===== src/rtl/core/idll_pkg.sv =====
`default_nettype none
// ----------------------------------------------------------------------------
// idll_pkg
// Shared widths, command codes and controller/datapath signal groups for the
// indexed doubly linked list.
// ----------------------------------------------------------------------------
package idll_pkg;

  localparam int unsigned NODE_COUNT = 1024;
  localparam int unsigned NODE_W     = $clog2(NODE_COUNT);
  localparam int unsigned CMD_W      = 2;

  localparam logic [CMD_W-1:0] CMD_INS_AFTER  = 2'd0;
  localparam logic [CMD_W-1:0] CMD_INS_BEFORE = 2'd1;
  localparam logic [CMD_W-1:0] CMD_DELETE     = 2'd2;
  localparam logic [CMD_W-1:0] CMD_READ       = 2'd3;

  localparam logic STATUS_DONE   = 1'b0;
  localparam logic STATUS_REJECT = 1'b1;

  typedef struct packed {
    logic clear;
    logic take;
    logic cap_node;
    logic exec_res;
    logic wr_node;
    logic wr_unlink;
    logic wr_link;
    logic load_rsp;
  } ctrl_cmd_t;

  typedef struct packed {
    logic sweep_last;
    logic ins_ok;
    logic del_ok;
  } dp_stat_t;

endpackage
`default_nettype wire


===== src/rtl/core/idll_ctrl.sv =====
`default_nettype none
// ----------------------------------------------------------------------------
// idll_ctrl
// Command sequencer: clearing sweep, link reads, link writes, result beat.
// ----------------------------------------------------------------------------
module idll_ctrl import idll_pkg::*; (
  input  wire logic      clk_i,
  input  wire logic      rst_ni,
  input  wire logic      cmd_valid_i,
  output logic           cmd_ready_o,
  output logic           rsp_valid_o,
  input  wire logic      rsp_ready_i,
  input  wire dp_stat_t  stat_i,
  output ctrl_cmd_t      ctl_o
);

  localparam logic [2:0] S_CLEAR = 3'd0;
  localparam logic [2:0] S_IDLE  = 3'd1;
  localparam logic [2:0] S_RDN   = 3'd2;
  localparam logic [2:0] S_EXEC  = 3'd3;
  localparam logic [2:0] S_LINK  = 3'd4;
  localparam logic [2:0] S_RESP  = 3'd5;

  logic [2:0] state_q, state_d;
  logic       rsp_valid_q, rsp_valid_d;
  logic       out_free;
  logic       take;

  assign out_free    = !rsp_valid_q || rsp_ready_i;
  assign cmd_ready_o = (state_q == S_IDLE) || ((state_q == S_RESP) && out_free);
  assign take        = cmd_ready_o && cmd_valid_i;
  assign rsp_valid_o = rsp_valid_q;

  always_comb begin
    state_d = state_q;
    ctl_o   = '0;
    ctl_o.take = take;
    case (state_q)
      S_CLEAR: begin
        ctl_o.clear = 1'b1;
        if (stat_i.sweep_last) state_d = S_IDLE;
      end
      S_IDLE: begin
        if (take) state_d = S_RDN;
      end
      S_RDN: begin
        ctl_o.cap_node = 1'b1;
        state_d = S_EXEC;
      end
      S_EXEC: begin
        ctl_o.exec_res  = 1'b1;
        ctl_o.wr_node   = stat_i.ins_ok;
        ctl_o.wr_unlink = stat_i.del_ok;
        state_d = stat_i.ins_ok ? S_LINK : S_RESP;
      end
      S_LINK: begin
        ctl_o.wr_link = 1'b1;
        state_d = S_RESP;
      end
      S_RESP: begin
        if (out_free) begin
          ctl_o.load_rsp = 1'b1;
          state_d = take ? S_RDN : S_IDLE;
        end
      end
      default: begin
        state_d = S_CLEAR;
      end
    endcase
  end

  always_comb begin
    if (ctl_o.load_rsp) begin
      rsp_valid_d = 1'b1;
    end else if (rsp_ready_i) begin
      rsp_valid_d = 1'b0;
    end else begin
      rsp_valid_d = rsp_valid_q;
    end
  end

  always_ff @(posedge clk_i or negedge rst_ni) begin
    if (!rst_ni) begin
      state_q     <= S_CLEAR;
      rsp_valid_q <= 1'b0;
    end else begin
      state_q     <= state_d;
      rsp_valid_q <= rsp_valid_d;
    end
  end

endmodule
`default_nettype wire


===== config.mk =====
export PLATFORM = sky130hd
export DESIGN_NAME = idll_ctrl
export DESIGN_NICKNAME = d
export VERILOG_FILES = /design/src/rtl/core/idll_pkg.sv /design/src/rtl/core/idll_ctrl.sv
export SDC_FILE = /design/constraint.sdc
export NUM_CORES = 1
export LEC_CHECK = 0
export ABC_AREA = 1
export BUFFER_PORTS_ARGS = -buffer_cell sky130_fd_sc_hd__buf_4
export CORE_AREA = 2 2 39 41
export DETAILED_ROUTE_END_ITERATION = 16
export DIE_AREA = 0 0 41 43
export SLEW_MARGIN = 15
export SYNTH_ARGS = -nofsm -noshare
export SYNTH_HDL_FRONTEND = slang
export SYNTH_SLANG_ARGS = --single-unit

===== constraint.sdc =====
create_clock -name clk_i -period 3.2 [get_ports clk_i]
set_input_delay 0.48 -clock clk_i [delete_from_list [all_inputs] [get_ports clk_i]]
set_output_delay 0.48 -clock clk_i [all_outputs]
set_load 0.1 [all_outputs]

==> flow_summary.toml <==
[run_status]
status = "completed"

[setup_path]
arrival_ns = 1.44
r2r_cells = 6
required_ns = 2.72
crit_path_end_kind = "output port"
cp_max_fo = 4
startpoint_type = "register"
reg2reg_from = "state_q[1]"
reg2reg_slack_ns = 2.10
worstSetupPathType = "reg -> out"
worstReg2RegEnd = "state_q[0]"

[synth]
synth_top_family_by_area = "simple AND/OR/NAND/NOR gates"
netlist_area_um2 = 347
synth_mux_area_share_pct = 0
synthesis.area_per_instance_um2 = 6.08
synth_xor_xnor_area_share_pct = 0
syn-num-nets = 64
synth.distinct_cells = 13
ys_ff_latch = 4
seq_area_frac_synth_pct = 28.9
synth_compound_area_share_pct = 4.33
synth_cells = 57
synth_fa_ha_area_share_pct = 0
synth-simple-area-share_pct = 48.4
synth_warnings = 0

[sta]
fmax_mhz = 520
drv_slew = 0
timing.final.crit_period_ns = 1.92
slew_headroom_pct = 81.5
fin_ws_ns = 1.28
worst_pin_slew_ns = 0.280
setup_viol = 0
rsz0062_at_grt = "no"
hold_viol_final = 0
period_share_pct = 60.1
finalSetupTns_ns = 0
finClkSkew_ns = 0.00276

[clock_network]
cts_resized = 0
path_clk_slew_ns = 0.04
cts_root_buffer = "clkbuf_4"
cts_buffer_depth = 2
cts_tree = "done"
cts_hold_buf = 0
cts_made_buffers = 3
cts_setup_buffers = 0
cts-htree-levels = 1
clk-insertion-delay-late_ns = 0.23
cts.sinks = 4

[die]
chipHeight_um = 43
fp.dieW_um = 41
core_area_um2 = 1380
num_io_pins = 17
start_util_pct = 25.0
row_count = 14
die_area_um2 = 1760

[final_layout]
area_growth_pct = 42.6
drive_gt1_share_pct = 40.5
layout.nets = 83
multi_input_area_um2 = 183
diodes = 0
nFillCells = 156
final-seq-area_um2 = 100

[placed_design]
io_buffers = 16
gp_congestion = 0.718
dp_slack_ns = 1.49
hpwlAfterDp_um = 637

[global_route]
antenna_found_initial = 0
gr-usage-all-layers_pct = 10.2
grt_pass1_vias = 285
grt_pass1_wl_mm = 1.14
overflow = 0
grt_max_degree = 6

[routing]
antenna_left = 0
drtIter0Drc = 3
wl_per_cell_um = 8.49
vias = 363
remaining_drc_errors = 0
routed_wl_um = 764
vias_per_cell = 4.03
drt_first_pass_iters = 4

[worst_hold_path]
hold_path_class = "in -> async"

[flow_run]
max_cap_violations = 0
## cells by family after synthesis
group | after synthesis
AO/OA/AOI/OAI | 3
flip-flops | 4
AND/OR/NAND/NOR | 35
buffers and inverters | 15
## Yosys cell counts
| cell | number | area (um2) |
|---|---|---|
| a21oi_1 | 2 | 10.0 |
| inv_1 | 8 | 30.0 |
| nor2_1 | 11 | 41.3 |
| o21ai_0 | 1 | 5.00 |
| inv_2 | 5 | 18.8 |
| nand2_2 | 1 | 6.26 |
| nand3b_1 | 1 | 7.51 |
| buf_4 | 2 | 15.0 |
| dfrtp_1 | 4 | 100 |
| nand3_1 | 2 | 10.0 |
| nor2_4 | 3 | 33.8 |
| nand2_1 | 15 | 56.3 |
| nor2_2 | 2 | 12.5 |
## final cells by class
type                    instances  share of cell area [%]
multi-input cells              38                    37.0
repair buffers                 16                    24.3
flip-flops and latches          4                    20.3
inverters                      13                    9.87
clock buffers                   3                    4.56
well taps                      16                    4.05
## cell usage in the layout (no fill, tap or decap)
master / netlist / final
a21oi_1: 2 / 2
buf_4: 2 / 16
clkbuf_4: 0 / 3
dfrtp_1: 4 / 4
inv_1: 8 / 8
inv_2: 5 / 5
nand2_1: 15 / 15
nand2_2: 1 / 1
nand3_1: 2 / 2
nand3b_1: 1 / 1
nor2_1: 11 / 11
nor2_2: 2 / 2
nor2_4: 3 / 3
o21ai_0: 1 / 1
## flip-flops by register name (all words and copies together), names as in the netlist
register,cells
rsp_valid_o,1
state_q,3
## metal layers
| layer | global-route usage, % | vias up | share of wire (%) |
|---|---|---|---|
| li1 | - | 196 | - |
| met1 | 13.6 | 155 | 45 |
| met2 | 12.8 | 12 | 45 |
| met3 | 3.14 | 0 | 10 |
| met4 | 8.00 | 0 | 0 |
| met5 | 0 | - | 0 |
## worst max-delay path: stages, from the launching register on
cell and delay, ns:
dfrtp_1 0.42, inv_2 0.08, nand2_1 0.08, nor2_4 0.12, nand2_2 0.08, a21oi_1 0.13
buf_4 0.30
## worst max-delay path by stage
| stage | start | endpoint | slack [ns] | cells after the start |
|---|---|---|---|---|
| floorplan | state_q[1] | ctl_o[2] | 0.26 | 6 |
| CTS | state_q[1] | ctl_o[6] | 1.25 | 6 |
| global placement | rsp_ready_i | ctl_o[6] | 1.49 | 6 |
| detailed placement | rsp_ready_i | ctl_o[6] | 1.49 | 6 |
| finish | state_q[1] | ctl_o[6] | 1.28 | 6 |
| global route | state_q[1] | ctl_o[6] | 1.17 | 6 |
## stage by stage
step	hold slack (ns)	cells	area, um2	utilization [%]
floorplan	0.184	57	347	-
global route	0.0200	90	494	35.7
CTS	0.0264	90	494	35.7
global placement	0.277	87	472	34.1
finish	0.0341	90	494	35.7
detailed placement	0.279	87	472	34.1
Power is left out: the tool's default activity adds up to more than one toggle a clock period on the data nets, which glitch-free logic cannot reach.
